<file path="src/rtl/core/stlf_pkg.sv">
package stlf_pkg;

  localparam int ADDR_W      = 32;
  localparam int TAG_W       = 16;
  localparam int TAG_LSB     = 16;
  localparam int SET_FIELD_W = 4;
  localparam int SET_LSB     = 12;
  localparam int SET_CODES   = 2 ** SET_FIELD_W;
  localparam int COUNT_W     = 32;

  localparam logic [COUNT_W-1:0] HIT_MAX = {COUNT_W{1'b1}};

  // One lookup request after the front has split the address.
  typedef struct packed {
    logic [TAG_W-1:0]       tag;
    logic [SET_FIELD_W-1:0] set_field;
  } req_t;

  // Head of the request queue as seen by the back part.
  typedef struct packed {
    logic valid;
    req_t item;
  } qhead_t;

endpackage

</file>
<file path="src/rtl/core/stlf_addr_if.sv">
interface stlf_addr_if;
  logic                         valid;
  logic                         ready;
  logic [stlf_pkg::ADDR_W-1:0]  address;

  modport source (output valid, output address, input ready);
  modport sink (input valid, input address, output ready);
endinterface

</file>
<file path="src/rtl/core/stlf_result_if.sv">
interface stlf_result_if;
  logic                          valid;
  logic                          ready;
  logic                          hit;
  logic                          filled;
  logic [stlf_pkg::COUNT_W-1:0]  hit_total;

  modport source (output valid, output hit, output filled, output hit_total, input ready);
  modport sink (input valid, input hit, input filled, input hit_total, output ready);
endinterface

</file>
<file path="src/rtl/core/stlf_ram.sv">
module stlf_ram #(
  parameter int WIDTH = 16,
  parameter int DEPTH = 16
) (
  input  logic                                   clk,
  input  logic                                   we,
  input  logic [(DEPTH > 1 ? $clog2(DEPTH) : 1)-1:0] waddr,
  input  logic [WIDTH-1:0]                       wdata,
  input  logic [(DEPTH > 1 ? $clog2(DEPTH) : 1)-1:0] raddr,
  output logic [WIDTH-1:0]                       rdata
);

  logic [WIDTH-1:0] mem [DEPTH];

  always_ff @(posedge clk) begin
    if (we) begin
      mem[waddr] <= wdata;
    end
    rdata <= mem[raddr];
  end

endmodule

</file>
<file path="src/rtl/core/stlf_front.sv">
module stlf_front (
  input  logic                clk,
  input  logic                rst,
  stlf_addr_if.sink           req,
  output stlf_pkg::qhead_t    head,
  input  logic                pop
);

  localparam int QDEPTH = 2;

  stlf_pkg::req_t entries [QDEPTH];
  logic           wr_ptr;
  logic           rd_ptr;
  logic [1:0]     count;
  logic           push;

  assign req.ready = (count != 2'(QDEPTH));
  assign push      = req.valid && req.ready;

  assign head.valid = (count != 2'd0);
  assign head.item  = entries[rd_ptr];

  always_ff @(posedge clk) begin
    if (rst) begin
      wr_ptr <= 1'b0;
      rd_ptr <= 1'b0;
      count  <= 2'd0;
    end else begin
      if (push) begin
        wr_ptr <= ~wr_ptr;
      end
      if (pop) begin
        rd_ptr <= ~rd_ptr;
      end
      count <= count + 2'(push) - 2'(pop);
    end
  end

  // Classification: tag and raw set field are pulled out on the way in.
  always_ff @(posedge clk) begin
    if (push) begin
      entries[wr_ptr].tag <=
        req.address[stlf_pkg::TAG_LSB +: stlf_pkg::TAG_W];
      entries[wr_ptr].set_field <=
        req.address[stlf_pkg::SET_LSB +: stlf_pkg::SET_FIELD_W];
    end
  end

endmodule

</file>
<file path="src/rtl/core/stlf_back.sv">
module stlf_back #(
  parameter int NUM_SETS = 16,
  parameter int NUM_WAYS = 8
) (
  input  logic                clk,
  input  logic                rst,
  input  stlf_pkg::qhead_t    head,
  output logic                pop,
  stlf_result_if.source       rsp
);

  localparam int SET_W = (NUM_SETS > 1) ? $clog2(NUM_SETS) : 1;
  localparam int CNT_W = $clog2(NUM_WAYS + 1);

  typedef enum logic {
    ST_IDLE,
    ST_CMP
  } state_t;

  state_t                          state;
  logic [stlf_pkg::TAG_W-1:0]      cur_tag;
  logic [SET_W-1:0]                cur_set;
  logic [CNT_W-1:0]                fill_cnt [NUM_SETS];
  logic [stlf_pkg::COUNT_W-1:0]    hit_count;
  logic [stlf_pkg::COUNT_W-1:0]    hit_count_next;

  logic [SET_W-1:0]                set_lut [stlf_pkg::SET_CODES];
  logic [SET_W-1:0]                head_set;
  logic [SET_W-1:0]                rd_set;
  logic [stlf_pkg::TAG_W-1:0]      way_tag [NUM_WAYS];
  logic [NUM_WAYS-1:0]             match;
  logic [NUM_WAYS-1:0]             way_we;
  logic [CNT_W-1:0]                cnt;
  logic                            hit;
  logic                            finish;
  logic                            do_fill;

  // Set field wraps modulo the set count through a constant table.
  for (genvar i = 0; i < stlf_pkg::SET_CODES; i++) begin : g_lut
    assign set_lut[i] = SET_W'(i % NUM_SETS);
  end

  assign head_set = set_lut[head.item.set_field];
  assign rd_set   = (state == ST_IDLE) ? head_set : cur_set;

  // Ways fill strictly in order and are never freed, so the ways below the
  // fill count of a set are exactly its valid ways.
  assign cnt = fill_cnt[cur_set];

  for (genvar w = 0; w < NUM_WAYS; w++) begin : g_way
    stlf_ram #(
      .WIDTH (stlf_pkg::TAG_W),
      .DEPTH (NUM_SETS)
    ) u_tag_ram (
      .clk   (clk),
      .we    (way_we[w]),
      .waddr (cur_set),
      .wdata (cur_tag),
      .raddr (rd_set),
      .rdata (way_tag[w])
    );
    assign match[w]  = (CNT_W'(w) < cnt) && (way_tag[w] == cur_tag);
    assign way_we[w] = do_fill && (cnt == CNT_W'(w));
  end

  assign hit     = |match;
  assign finish  = (state == ST_CMP) && (!rsp.valid || rsp.ready);
  assign do_fill = finish && !hit && (cnt != CNT_W'(NUM_WAYS));
  assign pop     = (state == ST_IDLE) && head.valid;

  assign hit_count_next = (hit && hit_count != stlf_pkg::HIT_MAX) ?
                          hit_count + 1'b1 : hit_count;

  always_ff @(posedge clk) begin
    if (rst) begin
      state     <= ST_IDLE;
      rsp.valid <= 1'b0;
      hit_count <= '0;
      for (int s = 0; s < NUM_SETS; s++) begin
        fill_cnt[s] <= '0;
      end
    end else begin
      if (finish) begin
        rsp.valid <= 1'b1;
      end else if (rsp.valid && rsp.ready) begin
        rsp.valid <= 1'b0;
      end
      unique case (state)
        ST_IDLE: begin
          if (pop) begin
            cur_tag <= head.item.tag;
            cur_set <= head_set;
            state   <= ST_CMP;
          end
        end
        ST_CMP: begin
          if (finish) begin
            rsp.hit       <= hit;
            rsp.filled    <= do_fill;
            rsp.hit_total <= hit_count_next;
            hit_count     <= hit_count_next;
            if (do_fill) begin
              fill_cnt[cur_set] <= cnt + 1'b1;
            end
            state <= ST_IDLE;
          end
        end
        default: state <= ST_IDLE;
      endcase
    end
  end

endmodule

</file>
<file path="src/rtl/core/set_assoc_tag_lookup_fill.sv">
// An address is written into a two-entry queue; the lookup side pops it into its
// current tag and set registers as the tag RAM read is registered, and the compare
// result is then registered on the result port. A new address is popped only after
// the compare and fill write of the same set, which wait for room on the result port.
// Reset (synchronous, rst high) empties the queue, marks every way invalid
// through the per-set fill counts and clears the hit count; tag RAMs are not swept.
module set_assoc_tag_lookup_fill #(
  parameter int NUM_SETS = 16,
  parameter int NUM_WAYS = 8
) (
  input  logic           clk,
  input  logic           rst,
  stlf_addr_if.sink      req,
  stlf_result_if.source  rsp
);

  stlf_pkg::qhead_t qhead;
  logic             pop;

  stlf_front u_front (
    .clk  (clk),
    .rst  (rst),
    .req  (req),
    .head (qhead),
    .pop  (pop)
  );

  stlf_back #(
    .NUM_SETS (NUM_SETS),
    .NUM_WAYS (NUM_WAYS)
  ) u_back (
    .clk  (clk),
    .rst  (rst),
    .head (qhead),
    .pop  (pop),
    .rsp  (rsp)
  );

  a_pop_needs_head: assert property (@(posedge clk) disable iff (rst)
    pop |-> qhead.valid)
    else $error("queue popped while empty");

  a_hit_xor_fill: assert property (@(posedge clk) disable iff (rst)
    rsp.valid |-> !(rsp.hit && rsp.filled))
    else $error("result reports both hit and fill");

  a_hit_counted: assert property (@(posedge clk) disable iff (rst)
    (rsp.valid && rsp.hit) |-> (rsp.hit_total != '0))
    else $error("hit reported with zero hit total");

endmodule

</file>
<file path="src/flat_wrapper.sv">
// flat-port wrapper written by rule: the top's interface ports become plain ports
module set_assoc_tag_lookup_fill_flat 
#(
  parameter int NUM_SETS = 16,
  parameter int NUM_WAYS = 8
)
  (clk, rst, req_valid, req_address, req_ready, rsp_valid, rsp_hit, rsp_filled, rsp_hit_total, rsp_ready);
  stlf_addr_if req_i ();
  stlf_result_if rsp_i ();
  input  logic clk;
  input  logic rst;
  input wire logic [$bits(req_i.valid)-1:0] req_valid;
  input wire logic [$bits(req_i.address)-1:0] req_address;
  output wire logic [$bits(req_i.ready)-1:0] req_ready;
  output wire logic [$bits(rsp_i.valid)-1:0] rsp_valid;
  output wire logic [$bits(rsp_i.hit)-1:0] rsp_hit;
  output wire logic [$bits(rsp_i.filled)-1:0] rsp_filled;
  output wire logic [$bits(rsp_i.hit_total)-1:0] rsp_hit_total;
  input wire logic [$bits(rsp_i.ready)-1:0] rsp_ready;
  assign req_i.valid = req_valid;
  assign req_i.address = req_address;
  assign req_ready = req_i.ready;
  assign rsp_valid = rsp_i.valid;
  assign rsp_hit = rsp_i.hit;
  assign rsp_filled = rsp_i.filled;
  assign rsp_hit_total = rsp_i.hit_total;
  assign rsp_i.ready = rsp_ready;
  set_assoc_tag_lookup_fill #(.NUM_SETS(NUM_SETS), .NUM_WAYS(NUM_WAYS)) u_core (.clk(clk), .rst(rst), .req(req_i), .rsp(rsp_i));
endmodule
</file>
<file path="config.mk">
export PLATFORM = sky130hd
export DESIGN_NAME = set_assoc_tag_lookup_fill_flat
export DESIGN_NICKNAME = d
export VERILOG_FILES = /design/src/rtl/core/stlf_pkg.sv /design/src/rtl/core/stlf_addr_if.sv /design/src/rtl/core/stlf_result_if.sv /design/src/rtl/core/stlf_ram.sv /design/src/rtl/core/stlf_front.sv /design/src/rtl/core/stlf_back.sv /design/src/rtl/core/set_assoc_tag_lookup_fill.sv /design/src/flat_wrapper.sv
export SDC_FILE = /design/constraint.sdc
export NUM_CORES = 2
export LEC_CHECK = 0
export BUFFER_PORTS_ARGS = -buffer_cell sky130_fd_sc_hd__clkbuf_2
export CORE_UTILIZATION = 37
export DETAILED_ROUTE_END_ITERATION = 12
export PLACE_DENSITY = 0.61
export SLEW_MARGIN = 20
export SYNTH_ARGS = -nofsm -noshare
export SYNTH_HDL_FRONTEND = slang
export SYNTH_SLANG_ARGS = --single-unit
</file>
<file path="constraint.sdc">
create_clock -name clk -period 14.55 [get_ports clk]
set_input_delay 1.455 -clock clk [delete_from_list [all_inputs] [get_ports clk]]
set_output_delay 1.455 -clock clk [all_outputs]
set_load 0.05 [all_outputs]
</file>
==> run metrics <==
outcome complete, no violations; setup total negative slack 0 ns; cell at the slowest stage of the critical path sky130_fd_sc_hd__nor2_1; leakage component of the power 32.2 nW; fraction of the cycle the final worst path needs 44.9%; Post-Synth Adder-Cell Area 0.120%; maximum level of the CTS H-tree 4; mean area per synthesized cell 20.5 µm²; top post-synthesis cells by area sky130_fd_sc_hd__edfxtp_1 73%, sky130_fd_sc_hd__mux4_2 13%, sky130_fd_sc_hd__dfxtp_1 3.8%; Post-CTS Resized 0; Tot Pwr 18.1 mW; Max rail drop VDD 0.132 mV; fraction of the yosys area taken by sequential cells 76.6%; largest family of logic cells by synthesized area multiplexers; Critical Path Fanout Max 18; final weighted congestion of routability-driven global placement 0.758; std cell rows 181; number of synthesized flops with an enable pin 2206; first-pass GRT wire length 287000 µm; Tightest Hold Check Type reg2reg; post-placement worst setup slack 7.69 ns; ANT nets after route 0; top library cells by usage in the layout, fill and taps aside 2206 x sky130_fd_sc_hd__edfxtp_1, 526 x sky130_fd_sc_hd__mux4_2, 227 x sky130_fd_sc_hd__clkbuf_16; Simple-Gate Fraction of Synth Area 3.29%; die boundary height 498 µm; final worst clock skew 0.0429 ns; number of setup buffers added after CTS 0; number of cells on the worst hold path 2; top cell type's share of synthesized area 72.8%; vias in the first global route 43800; Critical Path Sink Type register; power per cell area 176 nW/µm²; worst-case register-to-register setup slack 8.01 ns; required arrival time at the worst endpoint 15.11 ns; post-synthesis xor/xnor area fraction 1.67%; CTS root buffer sky130_fd_sc_hd__clkbuf_16; cell count after synthesis 4432; most used cell, CP sky130_fd_sc_hd__nor2_1; unrepaired setup endpoints after global routing false; violation count after the first detailed-routing iteration 3823; post-placement cell count 7618; Primary FF master, synth sky130_fd_sc_hd__edfxtp_1; worst path buffer plus inverter count 2; peak per-stage delay on the critical path 1.15 ns; TritonCTS clock tree done; I/O pins 72; cts bufs inserted 226; number of fill cells 20900; total global routing overflow 0; Synth Area in Compound Gates 2.21%; drt drc 0; via count of the routed design 42300; share of synthesized registers carrying an async set or reset 0%; routed via count divided by cell count 5.26; I/O Buffers 59; antenna violations before repair 5; headroom to the max-slew limit 15.6%; largest net degree at the start of global routing 161; Worst Hold End u_core.u_back.hit_count[1]$_SDFFE_PP0P_; Post-Synthesis Cell Area 91000 µm²; chain of cells forming the critical path mux4_2 > mux2_2 > o21ai_0 > ha_1 > inv_1 > maj3_1 > o21bai_2 > nand4b_4 > nor2_1 > nand4_1 > nor2_1 > buf_4; minimum period implied by the final worst setup slack 6.54 ns; slack of the critical path 8.01 ns; clk sink count 2377; post-synthesis register bit count 2377; Net Count, Synth 4475; aggregate routed wire length 194000 µm; hold_buf cts 0; critical path class reg2reg; initial standard-cell utilization of the core 37.3%; full die area 248000 µm²; nature of the critical path startpoint register; post-synthesis cell type count 50; drt first pass iters 6; final std cells w/o fill 8049; max-slew violations 0; share of cell area taken by muxes after synthesis 14.9%; layout net count 4687; critical hold path startpoint u_core.u_back.hit_count[1]$_SDFFE_PP0P_; largest delay contributor family on the critical path simple AND/OR/NAND/NOR gates; area of the core 244000 µm²; clk buf depth 3; maximum achievable frequency 153 MHz; Final Setup Violations 0; Crit path arrival time 7.09 ns; total of warnings raised by yosys 0; width of the die 498 µm; number of endpoints with negative hold slack in the final report 0; register clock-pin slew on the reported worst setup and hold paths 0.06 ns; wire length per cell after detailed routing 24.1 µm; layout cells sized above 1 24.1%; library cell occupying the most area in the post-synthesis netlist sky130_fd_sc_hd__edfxtp_1; aggregate global-route resource usage 15.5%; MaxCap Viol Count 0; count of cells along the worst register-to-register path 12; slew at the pin closest to its max-slew limit 1.26 ns; area added between synthesis and finish 13.4%; commonest non-fill, non-tap cell in the layout sky130_fd_sc_hd__edfxtp_1; dpl hpwl 103000 µm; worst reg2reg path endpoint u_core.u_back.g_way[7].u_tag_ram.mem[1][3]$_DFFE_PP_; clock latency at the later pin of the worst-skew pair 0.86 ns
## worst reg2reg max path, cell delays in order (launching register included)
cell and delay [ns]:
sky130_fd_sc_hd__dfxtp_2 0.68, sky130_fd_sc_hd__mux4_2 0.60, sky130_fd_sc_hd__mux2_2 0.29, sky130_fd_sc_hd__o21ai_0 0.43, sky130_fd_sc_hd__ha_1 0.31, sky130_fd_sc_hd__inv_1 0.06, sky130_fd_sc_hd__maj3_1 0.35, sky130_fd_sc_hd__o21bai_2 0.16
sky130_fd_sc_hd__nand4b_4 0.36, sky130_fd_sc_hd__nor2_1 0.58, sky130_fd_sc_hd__nand4_1 0.89, sky130_fd_sc_hd__nor2_1 1.17, sky130_fd_sc_hd__buf_4 0.34
## registers in the layout, summed over array words and instances, names as in the netlist, named ones only
signal                               cells
u_core.u_back.fill_cnt                  64
u_core.u_front.rd_ptr                    1
u_core.u_back.g_way.u_tag_ram.rdata    128
u_core.u_back.g_way.u_tag_ram.mem     2048
u_core.u_back.hit_count                 32
u_core.u_front.wr_ptr                    1
u_core.u_back.rsp.filled                 1
u_core.u_front.count                     2
u_core.u_front.entries                  40
u_core.u_back.rsp.hit_total             32
u_core.u_back.rsp.hit                    1
u_core.u_back.cur_set                    4
u_core.u_back.rsp.valid                  1
u_core.u_back.state                      1
u_core.u_back.cur_tag                   16
## layout make-up
class,instances,area [µm²],share of cell area [%]
timing repair buffer,250,1900,1.84
clock buffer,322,6180,5.99
clock inverter,108,935,0.906
tap,3202,4010,3.88
antenna,1,2.50,0.00242
sequential,2377,69700,67.5
inverter,7,26.3,0.0255
multi-input combinational,1782,20500,19.8
## cells in the mapped netlist (all sizes together) (2+ instances only)
| library cell | count |
|---|---|
| nor4 | 10 |
| nand2b | 5 |
| mux2i | 142 |
| nand2 | 45 |
| and3 | 9 |
| mux2 | 29 |
| and4 | 5 |
| nand4 | 43 |
| or2 | 2 |
| dfxtp | 171 |
| nand3 | 38 |
| nand4b | 2 |
| nor3 | 9 |
| nor2b | 139 |
| inv | 6 |
| maj3 | 2 |
| and2 | 5 |
| nand3b | 3 |
| o21bai | 17 |
| a21oi | 150 |
| nor2 | 245 |
| a211oi | 130 |
| o21ai | 10 |
| edfxtp | 2206 |
| o41ai | 2 |
| or4 | 7 |
| xnor2 | 147 |
| or3 | 13 |
| clkbuf | 184 |
| xor2 | 27 |
| buf | 82 |
| mux4 | 526 |
| ha | 7 |
| o31ai | 8 |
## how the worst max path moves through the flow
stage	depth (start not counted)	start	slack [ns]	to
6_report	12	register	8.01	u_core.u_back.g_way[7].u_tag_ram.mem[1][3]$_DFFE_PP_
5_1_grt	12	register	7.63	u_core.u_back.g_way[7].u_tag_ram.mem[1][11]$_DFFE_PP_
4_1_cts	12	register	7.68	u_core.u_back.g_way[7].u_tag_ram.mem[1][0]$_DFFE_PP_
3_5_place_dp	12	register	7.69	u_core.u_back.g_way[7].u_tag_ram.mem[1][11]$_DFFE_PP_
3_3_place_gp	12	register	7.76	u_core.u_back.g_way[7].u_tag_ram.mem[1][11]$_DFFE_PP_
2_1_floorplan	11	u_core.u_back.cur_tag[4]$_DFFE_PP_	9.41	u_core.u_back.g_way[7].u_tag_ram.mem[0][0]$_DFFE_PP_
## logic make-up after synthesis
group	after synthesis
AOI/OAI and AO/OA	320
DFF	2377
xor gates and xnor gates	174
muxes	697
adders and majority gates	9
and+or+nand+nor	582
buffers and inverters	273
## per-layer routing
layer	vias to the layer above	share of wire, %	track usage (%)	routed length [µm]
li1	18400	-	-	-
met1	22600	43	21.2	84200
met2	1027	50	25.7	96200
met3	261	5.1	2.57	9800
met4	0	1.9	3.77	3630
met5	-	0	0	0
## through the flow
step / instance area, µm² / hold WS (ns) / util, %
floorplan: 91000 / 0.470 / -
global placement: 96000 / 0.493 / 39.3
detailed placement: 96000 / 0.500 / 39.4
CTS: 103000 / 0.508 / 42.3
global route: 103000 / 0.534 / 42.3
finish: 103000 / 0.511 / 42.3
## power by group
| part | total, mW | switching, mW | internal (mW) |
|---|---|---|---|
| clock network | 5.63 | 2.53 | 3.10 |
| logic | 4.31 | 2.46 | 1.86 |
| registers | 8.20 | 0.144 | 8.06 |
Power figures use the tool's default switching activity.
